### config.mk
export PLATFORM = sky130hd
export DESIGN_NAME = char_range_expander
export DESIGN_NICKNAME = d
export VERILOG_FILES = /design/src/sv/crx_pkg.sv /design/src/sv/char_range_expander.sv /design/src/sv/crx_front.sv /design/src/sv/crx_queue.sv /design/src/sv/crx_back.sv
export VERILOG_INCLUDE_DIRS = /design/src /design/src/sv
export SDC_FILE = /design/constraint.sdc
export NUM_CORES = 1
export LEC_CHECK = 0
export BUFFER_PORTS_ARGS = -buffer_cell sky130_fd_sc_hd__buf_2
export CORE_MARGIN = 5
export CORE_UTILIZATION = 55
export CTS_BUF_LIST = sky130_fd_sc_hd__clkbuf_8
export CTS_CLUSTER_SIZE = 12
export DETAILED_ROUTE_END_ITERATION = 6
export PLACE_DENSITY_LB_ADDON = 0.25
export SETUP_SLACK_MARGIN = 0.1
export SYNTH_ARGS = -nofsm -noshare
export SYNTH_HDL_FRONTEND = slang
export SYNTH_SLANG_ARGS = --single-unit
### constraint.sdc
create_clock -name clk -period 13.7 [get_ports clk]
set_clock_uncertainty 0.2 [all_clocks]
set_input_delay 0.685 -clock clk [delete_from_list [all_inputs] [get_ports clk]]
set_output_delay 0.685 -clock clk [all_outputs]
set_load 0.02 [all_outputs]
### src/sv/assert_macros.svh
// Assertion macros shared by the character range expander RTL.
`ifndef ASSERT_MACROS_SVH
`define ASSERT_MACROS_SVH

`ifndef SYNTHESIS

// Check that prop holds at every rising edge outside reset.
`define CRX_ASSERT(lbl, clk, rst_n, prop) \
    lbl: assert property (@(posedge clk) disable iff (!rst_n) (prop)) \
        else $error("crx assertion failed");

// Check that cond never holds at a rising edge outside reset.
`define CRX_NEVER(lbl, clk, rst_n, cond) \
    lbl: assert property (@(posedge clk) disable iff (!rst_n) !(cond)) \
        else $error("crx forbidden condition seen");

`else

`define CRX_ASSERT(lbl, clk, rst_n, prop)
`define CRX_NEVER(lbl, clk, rst_n, cond)

`endif

`endif

### src/sv/crx_pkg.sv
// Types and constants shared by the character range expander modules.
`default_nettype none

package crx_pkg;

    localparam logic [7:0] CHAR_DASH  = 8'h2D;
    localparam logic [7:0] CHAR_LOW_A = 8'h61;
    localparam logic [7:0] CHAR_LOW_Z = 8'h7A;
    localparam logic [7:0] CHAR_UP_A  = 8'h41;
    localparam logic [7:0] CHAR_UP_Z  = 8'h5A;
    localparam logic [7:0] CHAR_ZERO  = 8'h30;
    localparam logic [7:0] CHAR_NINE  = 8'h39;
    localparam logic [7:0] CASE_GAP   = 8'h20;

    // Longest run of characters strictly between two range ends (a to z).
    localparam int RUN_MAX = 24;
    localparam int RUN_W   = $clog2(RUN_MAX + 1);

    localparam int QDEPTH = 2;
    localparam int QPTR_W = $clog2(QDEPTH);
    localparam int QCNT_W = $clog2(QDEPTH + 1);

    typedef struct packed {
        logic [7:0] in_char;
        logic       in_final;
    } in_beat_t;

    typedef struct packed {
        logic [7:0] out_char;
        logic       run_last;
        logic       text_end;
    } out_beat_t;

    // One classified item: a run of run_count characters starting at
    // run_first and stepping up or down, then the tail character.
    typedef struct packed {
        logic [7:0]       run_first;
        logic [RUN_W-1:0] run_count;
        logic             run_down;
        logic [7:0]       tail_char;
        logic             fin;
    } crx_cmd_t;

    function automatic logic is_lower(input logic [7:0] c);
        return (c >= CHAR_LOW_A) && (c <= CHAR_LOW_Z);
    endfunction

    function automatic logic is_upper(input logic [7:0] c);
        return (c >= CHAR_UP_A) && (c <= CHAR_UP_Z);
    endfunction

    function automatic logic is_digit(input logic [7:0] c);
        return (c >= CHAR_ZERO) && (c <= CHAR_NINE);
    endfunction

endpackage

`default_nettype wire

### src/sv/char_range_expander.sv
// Top level of the character range expander.
`default_nettype none

// Expands range shorthand such as a-f, Z-T or 0-9 in a stream of ASCII
// characters, one character per input beat, with in_final marking the last
// character of a string. A dash between two letters yields the letters
// strictly between them, ascending or descending, in the case of the first
// letter, followed by the second character as given; two digits around a dash
// work the same way. Any other dash, leading or trailing, comes out literally.
// A dash that is not final yields nothing on its own beat: it is held until
// the next character decides it. Each result beat carries run_last on the
// last character caused by its input beat and text_end on the last character
// of the string. An ordinary character yields one result beat and an expanded
// range its run plus the tail, up to 25 result beats; the emitter produces at
// most one result beat per cycle, none while res_stall holds a valid one. The
// front end classifies input beats as they arrive and parks them in a two-entry
// queue, so input keeps flowing while a range is being written out until the
// queue fills. The first result beat of an input beat goes through a queue slot
// and then the output register before res_valid shows it. There are no
// configuration registers.

module char_range_expander
    import crx_pkg::*;
(
    input  wire logic     clk,
    input  wire logic     rst_n,
    input  wire logic     item_valid,
    output logic          item_stall,
    input  wire in_beat_t item,
    output logic          res_valid,
    input  wire logic     res_stall,
    output out_beat_t     res
);

    logic      q_full;
    logic      push;
    crx_cmd_t  push_cmd;
    logic      pop;
    logic      head_valid;
    crx_cmd_t  head;

    // Hold input only while the queue has no room.
    assign item_stall = q_full;

    crx_front u_front (
        .clk        (clk),
        .rst_n      (rst_n),
        .item_valid (item_valid),
        .item       (item),
        .q_full     (q_full),
        .push       (push),
        .cmd        (push_cmd)
    );

    crx_queue u_queue (
        .clk        (clk),
        .rst_n      (rst_n),
        .push       (push),
        .push_cmd   (push_cmd),
        .pop        (pop),
        .full       (q_full),
        .head_valid (head_valid),
        .head       (head)
    );

    crx_back u_back (
        .clk        (clk),
        .rst_n      (rst_n),
        .head_valid (head_valid),
        .head       (head),
        .pop        (pop),
        .res_valid  (res_valid),
        .res_stall  (res_stall),
        .res        (res)
    );

endmodule

`default_nettype wire

### src/sv/crx_front.sv
// Front end: tracks the previous character and held dash, classifies each beat.
`default_nettype none

`include "assert_macros.svh"

module crx_front
    import crx_pkg::*;
(
    input  wire logic     clk,
    input  wire logic     rst_n,
    input  wire logic     item_valid,
    input  wire in_beat_t item,
    input  wire logic     q_full,
    output logic          push,
    output crx_cmd_t      cmd
);

    logic [7:0] prior_char_reg, prior_char_next;
    logic       dash_held_reg, dash_held_next;
    logic [7:0] before_dash_reg, before_dash_next;

    logic       accept;
    logic       is_dash;
    logic [7:0] c;
    logic [7:0] lo;
    logic       c_alpha;
    logic       lo_alpha;
    logic       in_range;
    logic [7:0] tgt;
    logic       up;
    logic [7:0] gap;
    logic [7:0] run_len;

    assign c       = item.in_char;
    assign lo      = before_dash_reg;
    assign is_dash = (c == CHAR_DASH);
    assign accept  = item_valid && !q_full;

    assign c_alpha  = is_lower(c) || is_upper(c);
    assign lo_alpha = is_lower(lo) || is_upper(lo);
    assign in_range = dash_held_reg &&
                      ((lo_alpha && c_alpha) || (is_digit(lo) && is_digit(c)));

    // Fold the right end into the case of the left end.
    always_comb
    begin
        priority if (is_lower(lo) && is_upper(c))
            tgt = c + CASE_GAP;
        else if (is_upper(lo) && is_lower(c))
            tgt = c - CASE_GAP;
        else
            tgt = c;
    end

    assign up      = (lo <= tgt);
    assign gap     = up ? (tgt - lo) : (lo - tgt);
    assign run_len = (gap == 8'd0) ? 8'd0 : (gap - 8'd1);

    always_comb
    begin
        cmd.tail_char = c;
        cmd.fin       = item.in_final;
        cmd.run_down  = 1'b0;
        cmd.run_first = CHAR_DASH;
        cmd.run_count = '0;
        if (is_dash) begin
            // A held dash meeting a final dash goes out literally ahead of it.
            push = dash_held_reg || item.in_final;
            if (dash_held_reg && item.in_final)
                cmd.run_count = RUN_W'(1);
        end
        else begin
            push = 1'b1;
            priority if (in_range)
            begin
                cmd.run_first = up ? (lo + 8'd1) : (lo - 8'd1);
                cmd.run_count = run_len[RUN_W-1:0];
                cmd.run_down  = !up;
            end
            else if (dash_held_reg)
                cmd.run_count = RUN_W'(1);
            else
                cmd.run_count = '0;
        end
        push = push && accept;
    end

    always_comb
    begin
        prior_char_next  = prior_char_reg;
        dash_held_next   = dash_held_reg;
        before_dash_next = before_dash_reg;
        if (accept) begin
            if (item.in_final) begin
                prior_char_next  = '0;
                dash_held_next   = 1'b0;
                before_dash_next = '0;
            end
            else begin
                prior_char_next = c;
                dash_held_next  = is_dash;
                if (is_dash)
                    before_dash_next = prior_char_reg;
            end
        end
    end

    always_ff @(posedge clk or negedge rst_n)
    begin
        if (!rst_n) begin
            prior_char_reg  <= '0;
            dash_held_reg   <= 1'b0;
            before_dash_reg <= '0;
        end
        else begin
            prior_char_reg  <= prior_char_next;
            dash_held_reg   <= dash_held_next;
            before_dash_reg <= before_dash_next;
        end
    end

    `CRX_ASSERT(a_held_dash_is_prior, clk, rst_n,
        dash_held_reg |-> (prior_char_reg == CHAR_DASH))
    `CRX_ASSERT(a_run_bounded, clk, rst_n,
        push |-> (cmd.run_count <= RUN_W'(RUN_MAX)))

endmodule

`default_nettype wire

### src/sv/crx_queue.sv
// Short command queue between the front end and the emitter.
`default_nettype none

`include "assert_macros.svh"

module crx_queue
    import crx_pkg::*;
(
    input  wire logic     clk,
    input  wire logic     rst_n,
    input  wire logic     push,
    input  wire crx_cmd_t push_cmd,
    input  wire logic     pop,
    output logic          full,
    output logic          head_valid,
    output crx_cmd_t      head
);

    crx_cmd_t            slot_reg [QDEPTH];
    logic [QPTR_W-1:0]   rd_ptr_reg, rd_ptr_next;
    logic [QPTR_W-1:0]   wr_ptr_reg, wr_ptr_next;
    logic [QCNT_W-1:0]   cnt_reg, cnt_next;

    function automatic logic [QPTR_W-1:0] ptr_inc(input logic [QPTR_W-1:0] p);
        return (p == QPTR_W'(QDEPTH - 1)) ? '0 : (p + 1'b1);
    endfunction

    assign full       = (cnt_reg == QCNT_W'(QDEPTH));
    assign head_valid = (cnt_reg != '0);
    assign head       = slot_reg[rd_ptr_reg];

    always_comb
    begin
        rd_ptr_next = pop  ? ptr_inc(rd_ptr_reg) : rd_ptr_reg;
        wr_ptr_next = push ? ptr_inc(wr_ptr_reg) : wr_ptr_reg;
        cnt_next    = cnt_reg;
        if (push && !pop)
            cnt_next = cnt_reg + 1'b1;
        else if (pop && !push)
            cnt_next = cnt_reg - 1'b1;
    end

    always_ff @(posedge clk or negedge rst_n)
    begin
        if (!rst_n) begin
            rd_ptr_reg <= '0;
            wr_ptr_reg <= '0;
            cnt_reg    <= '0;
        end
        else begin
            rd_ptr_reg <= rd_ptr_next;
            wr_ptr_reg <= wr_ptr_next;
            cnt_reg    <= cnt_next;
        end
    end

    always_ff @(posedge clk)
    begin
        if (push)
            slot_reg[wr_ptr_reg] <= push_cmd;
    end

    `CRX_NEVER(a_no_push_when_full, clk, rst_n, push && full)
    `CRX_NEVER(a_no_pop_when_empty, clk, rst_n, pop && !head_valid)

endmodule

`default_nettype wire

### src/sv/crx_back.sv
// Back end: walks each command's run and tail into the output register.
`default_nettype none

`include "assert_macros.svh"

module crx_back
    import crx_pkg::*;
(
    input  wire logic     clk,
    input  wire logic     rst_n,
    input  wire logic     head_valid,
    input  wire crx_cmd_t head,
    output logic          pop,
    output logic          res_valid,
    input  wire logic     res_stall,
    output out_beat_t     res
);

    logic             busy_reg, busy_next;
    crx_cmd_t         cur_reg, cur_next;
    logic             ovalid_reg, ovalid_next;
    out_beat_t        obeat_reg, obeat_next;

    crx_cmd_t         src;
    logic             src_valid;
    logic             adv;

    // Work from the held command while busy, else straight from the queue head.
    assign src       = busy_reg ? cur_reg : head;
    assign src_valid = busy_reg || head_valid;
    assign adv       = src_valid && (!ovalid_reg || !res_stall);
    assign pop       = adv && !busy_reg;

    always_comb
    begin
        busy_next  = busy_reg;
        cur_next   = cur_reg;
        obeat_next = obeat_reg;
        ovalid_next = ovalid_reg && res_stall;
        if (adv) begin
            ovalid_next = 1'b1;
            if (src.run_count != '0) begin
                obeat_next.out_char = src.run_first;
                obeat_next.run_last = 1'b0;
                obeat_next.text_end = 1'b0;
                busy_next           = 1'b1;
                cur_next            = src;
                cur_next.run_first  = src.run_down ? (src.run_first - 8'd1)
                                                   : (src.run_first + 8'd1);
                cur_next.run_count  = src.run_count - 1'b1;
            end
            else begin
                obeat_next.out_char = src.tail_char;
                obeat_next.run_last = 1'b1;
                obeat_next.text_end = src.fin;
                busy_next           = 1'b0;
            end
        end
    end

    always_ff @(posedge clk or negedge rst_n)
    begin
        if (!rst_n) begin
            busy_reg   <= 1'b0;
            ovalid_reg <= 1'b0;
        end
        else begin
            busy_reg   <= busy_next;
            ovalid_reg <= ovalid_next;
        end
    end

    always_ff @(posedge clk)
    begin
        cur_reg   <= cur_next;
        obeat_reg <= obeat_next;
    end

    assign res_valid = ovalid_reg;
    assign res       = obeat_reg;

    `CRX_ASSERT(a_end_only_on_last, clk, rst_n,
        (ovalid_reg && !obeat_reg.run_last) |-> !obeat_reg.text_end)
    `CRX_ASSERT(a_busy_run_bounded, clk, rst_n,
        busy_reg |-> (cur_reg.run_count < RUN_W'(RUN_MAX)))

endmodule

`default_nettype wire
; Word-level counts from Yosys, hierarchy flattened
; Memories as Yosys holds them, arrays and structs flattened.
; Cells that the tools add are included.
[word_totals]
regBits = 56
ram_bits = 46
input_bits = 13
mem_count = 1
[mem_list]
columns = name, words, word_bits, read_ports, rd_ports_with_merged_regs, write_ports, line
row1 = u_queue.slot_reg, 2, 23, 1, 0, 1, crx_queue.sv:19  ; crx_cmd_t slot_reg [QDEPTH];
[op_classes]
add_sub_neg = 14
n_lt_le_gt_ge = 13
eq_ne = 2
mux = 29
reduce_logical = 39
[ops]
columns = op, count
row1 = $mux W8, 10
row2 = $ge A8 B7 Y1 const B, 4
row3 = $le A8 B7 Y1 const B, 4
row4 = $mux W23, 1
row5 = $logic_and A1 B1 Y1, 19
row6 = $add A8 B1 Y8 const B, 2
row7 = $ge A8 B6 Y1 const B, 2
row8 = $le A8 B6 Y1 const B, 2
row9 = $sub A8 B1 Y8 const B, 2
row10 = $sub A8 B8 Y8, 2
row11 = $mux W5, 3
row12 = $mux W1, 12
row13 = $mux W10, 1
row14 = $sub A5 B1 Y5 const B, 2
row15 = $add A8 B6 Y8 const B, 1
row16 = $eq A8 B6 Y1 const B, 1
row17 = $le A8 B8 Y1, 1
row18 = $logic_not A8 Y1, 1
row19 = $sub A8 B6 Y8 const B, 1
row20 = $logic_not A1 Y1, 7
row21 = $logic_or A1 B1 Y1, 6
row22 = $reduce_bool A2 Y1, 3
row23 = $reduce_bool A5 Y1, 1
row24 = $mux W2, 2
row25 = other kinds (5), 7

; Longest topological paths before layout
[depth]
word_depth = 11
mapped_depth = 23
mapped_depth_nobuf = 22

; Hierarchy
; From an unflattened synthesis, not the netlist that was laid out.
[unflattened]
hier_cells = 491
hier_area_um2 = 6099.6
[by_module_without_submodules]
columns = module, instances, cells_per_inst, area_per_inst_um2
row1 = crx_front, 1, 267, 2218.4
row2 = crx_queue, 1, 88, 1951.9
row3 = crx_back, 1, 136, 1929.4

; Least setup slack after synthesis
; Ideal clock, no wire load.
[synth_path]
path_kind = input to register
start = in item[6] (netlist bit)
end = mem u_queue.slot_reg[0][22] (netlist bit) (data pin)
arrival_ns = 4.409
path_slack_ns = 8.833
path_stages = 23
path_cell_list = inv_1 ha_1 nand2_1 nor4_1 o221a_2 nand3_1 inv_1 or3_1 o21ai_0 ha_1 buf_2 inv_1 o21ai_1 o21ai_2 inv_1 ha_1 a21o_1 a21oi_1 o21bai_1 a21oi_1 o21ai_0 xnor2_1 nor2_1
[synth_lines]
columns = item, line
row1 = "start, declared", char_range_expander.sv:29  ; input wire in_beat_t item,
row2 = "end, declared", crx_queue.sv:19

==> flow_summary.json <==
{
  "run_status": "complete, no violations",
  "root_buffer": "clkbuf_8",
  "netlist_area_um2": 5640,
  "cts_inserted_buffers": 9,
  "die_w_um": 111,
  "num_vias": 3708,
  "critPathLaunch": "u_front.before_dash_reg[1]",
  "powerDensity_nw_per_um2": 194,
  "syn_inst": 486,
  "ys_seq_area_frac": 0.523,
  "avgSynthCellArea_um2": 11.6,
  "ys_types": 63,
  "largest_register_ffs": 46,
  "synth_area_leaders": "edfxtp_1, dfrtp_1, ha_1",
  "grt_pass1_wl_mm": 18.7,
  "cts.sinks": 102,
  "clock_latency_ps": 370,
  "grt-ovfl-total": 0,
  "crit_fanout": 10,
  "cts_tree": "done",
  "post-route-min-period_ps": 5660,
  "syn-num-nets": 536,
  "clkTransAtPathRegs_ps": 100,
  "synth_edf_count": 79,
  "antenna_found_initial": 0,
  "start_util": 0.556,
  "drv_cap": 0,
  "drive_gt1_frac": 0.119,
  "die-area_um2": 12400,
  "p_int_mw": 0.759,
  "grt_pass1_vias": 3746,
  "gp_congestion": 0.875,
  "start_kind": "register",
  "final_util": 0.599,
  "synth-seq-cells": 102,
  "power.share.combinational": 0.388,
  "track_usage": 0.188,
  "synth_top_area_cell": "edfxtp_1",
  "wl_mm": 11.1,
  "peakVddDrop_v": 0.0000854,
  "reg2reg_from": "u_front.before_dash_reg[1]",
  "nFillCells": 809,
  "setup_tns_ps": 0,
  "yosysTopAreaCellShare": 0.421,
  "switching_share": 0.357,
  "hold_viol_final": 0,
  "syn_to_final_growth_pct": 7.81,
  "dp_hpwl_mm": 7.98,
  "yosys_most_used_dff": "edfxtp_1",
  "holdBufCountCts": 0,
  "required_ps": 13610,
  "via_per_inst": 5.73,
  "async_flop_share": 0.225,
  "hp-class": "in -> async",
  "p_seq_frac": 0.447,
  "maxSlewViolCount": 0,
  "coreArea_um2": 10100,
  "cts_resized": 0,
  "wire_per_inst_um": 17.1,
  "dr.pass1.iters": 5,
  "cp-end-kind": "register",
  "fmax_mhz": 177,
  "arrival_ps": 5570,
  "power.leakage_nw": 2.46,
  "io_buffers": 24,
  "max_slew_margin": 0.193,
  "drt-initial-drc-count": 247,
  "cts_setup_buffers": 0,
  "fin_crit_sh": 0.413,
  "final_antenna_net_count": 0,
  "cts-htree-levels": 3,
  "grt_max_degree": 28,
  "clkPwrFrac": 0.165,
  "path_class": "reg -> reg",
  "antennaDiodeCount": 0,
  "worst_pin_slew_ps": 1210,
  "drc": 0,
  "num-nets-final": 556,
  "num_rows": 37,
  "synth_warnings": 0,
  "clockBufferDepth": 2,
  "power_switching_mw": 0.421,
  "die_h_um": 111,
  "finalSetupViolations": 0,
  "io_pins": 25,
  "rsz0062_at_grt": "no"
}
==> power groups by stage <==
stage | registers [mW] | logic (mW) | clock network (mW)
3_3_place_gp | 0.532 | 0.445 | 0
3_5_place_dp | 0.534 | 0.458 | 0
6_report | 0.527 | 0.458 | 0.195
4_1_cts | 0.528 | 0.459 | 0.198
5_1_grt | 0.539 | 0.512 | 0.213
2_1_floorplan | 0.533 | 0.348 | 0
==> placed cells by master, fill, tap and decap left out, drive strengths merged, types with 13 or more instances in the layout <==
cell,netlist,layout
a21o,13,13
nand2,42,42
a21oi,24,24
mux2i,28,28
dfrtp,23,23
ha,33,33
inv,32,35
nor2,26,26
buf,7,27
edfxtp,79,79
xnor2,16,16
o21ai,30,30
==> cell type report <==
type | instances | area (um^2) | share of cell area
multi-input combinational | 334 | 2490 | 0.410
tap | 136 | 170 | 0.0280
clock inverter | 6 | 70.1 | 0.0115
timing repair buffer | 27 | 143 | 0.0235
clock buffer | 10 | 138 | 0.0226
sequential | 102 | 2950 | 0.485
inverter | 32 | 120 | 0.0198
==> routing by layer <==
| metal | track usage | part of all wire | vias to the layer above | routed length (um) |
|---|---|---|---|---|
| met3 | 0.0382 | 0.049 | 13 | 548 |
| met4 | 0.0543 | 0.017 | 0 | 185 |
| met5 | 0 | 0 | - | 0 |
| met2 | 0.312 | 0.48 | 116 | 5360 |
| met1 | 0.252 | 0.45 | 1757 | 5000 |
| li1 | - | - | 1822 | - |
==> through the flow <==
stage | cell area [um^2] | cells | setup WS [ps] | power (mW) | hold WS [ps]
global route | 6080 | 647 | 7620 | 1.26 | 91.2
floorplan | 5640 | 486 | 8830 | 0.881 | 189
global placement | 5870 | 631 | 8310 | 0.978 | 260
finish | 6080 | 647 | 8040 | 1.18 | 72.3
CTS | 6080 | 647 | 8120 | 1.19 | 69.2
detailed placement | 5870 | 631 | 8120 | 0.992 | 267
==> critical path: stages, from the launching register on <==
cell and delay, ps:
dfrtp_1 540, a21oi_1 210, nor3_1 60, a2111oi_1 830, nand3_1 230, inv_1 150, or3_1 140, o21ai_0 100
ha_1 410, inv_1 190, o21ai_1 120, o21ai_2 450, inv_1 270, ha_1 350, a21o_1 180, a21oi_1 210
o21bai_1 110, a21oi_1 250, o21ai_0 150, xnor2_1 170, nor2_1 70
==> cells in the mapped netlist, types with 10 or more instances <==
library cell   n
o21ai_0       27
nand2_1       42
nor2_1        26
ha_1          33
a21oi_1       24
clkbuf_1      10
inv_1         32
edfxtp_1      79
a21o_1        12
dfrtp_1       23
mux2i_1       27
xor2_1        12
xnor2_1       16
==> final timing paths <==
check	endpoint	slack, ps	cells after the start
worst min-delay path	u_front.prior_char_reg[7]	70	1
worst max register to register	u_queue.slot_reg[1][22]	8040	20
min in group clk	u_front.prior_char_reg[7]	290	2
worst min register to register	u_front.prior_char_reg[7]	290	2
worst max-delay path	u_queue.slot_reg[1][22]	8040	20
max in group asynchronous	u_back.res_valid	12880	1
==> cells by family after synthesis <==
group | share of synthesized area
AO/OA/AOI/OAI | 0.145
AND/OR/NAND/NOR | 0.0997
flip-flops | 0.523
buffers and inverters | 0.0364
adder cells (fa/ha/maj) | 0.0875
multiplexers | 0.0650
XOR/XNOR | 0.0435
(Power assumes the default switching activity.)
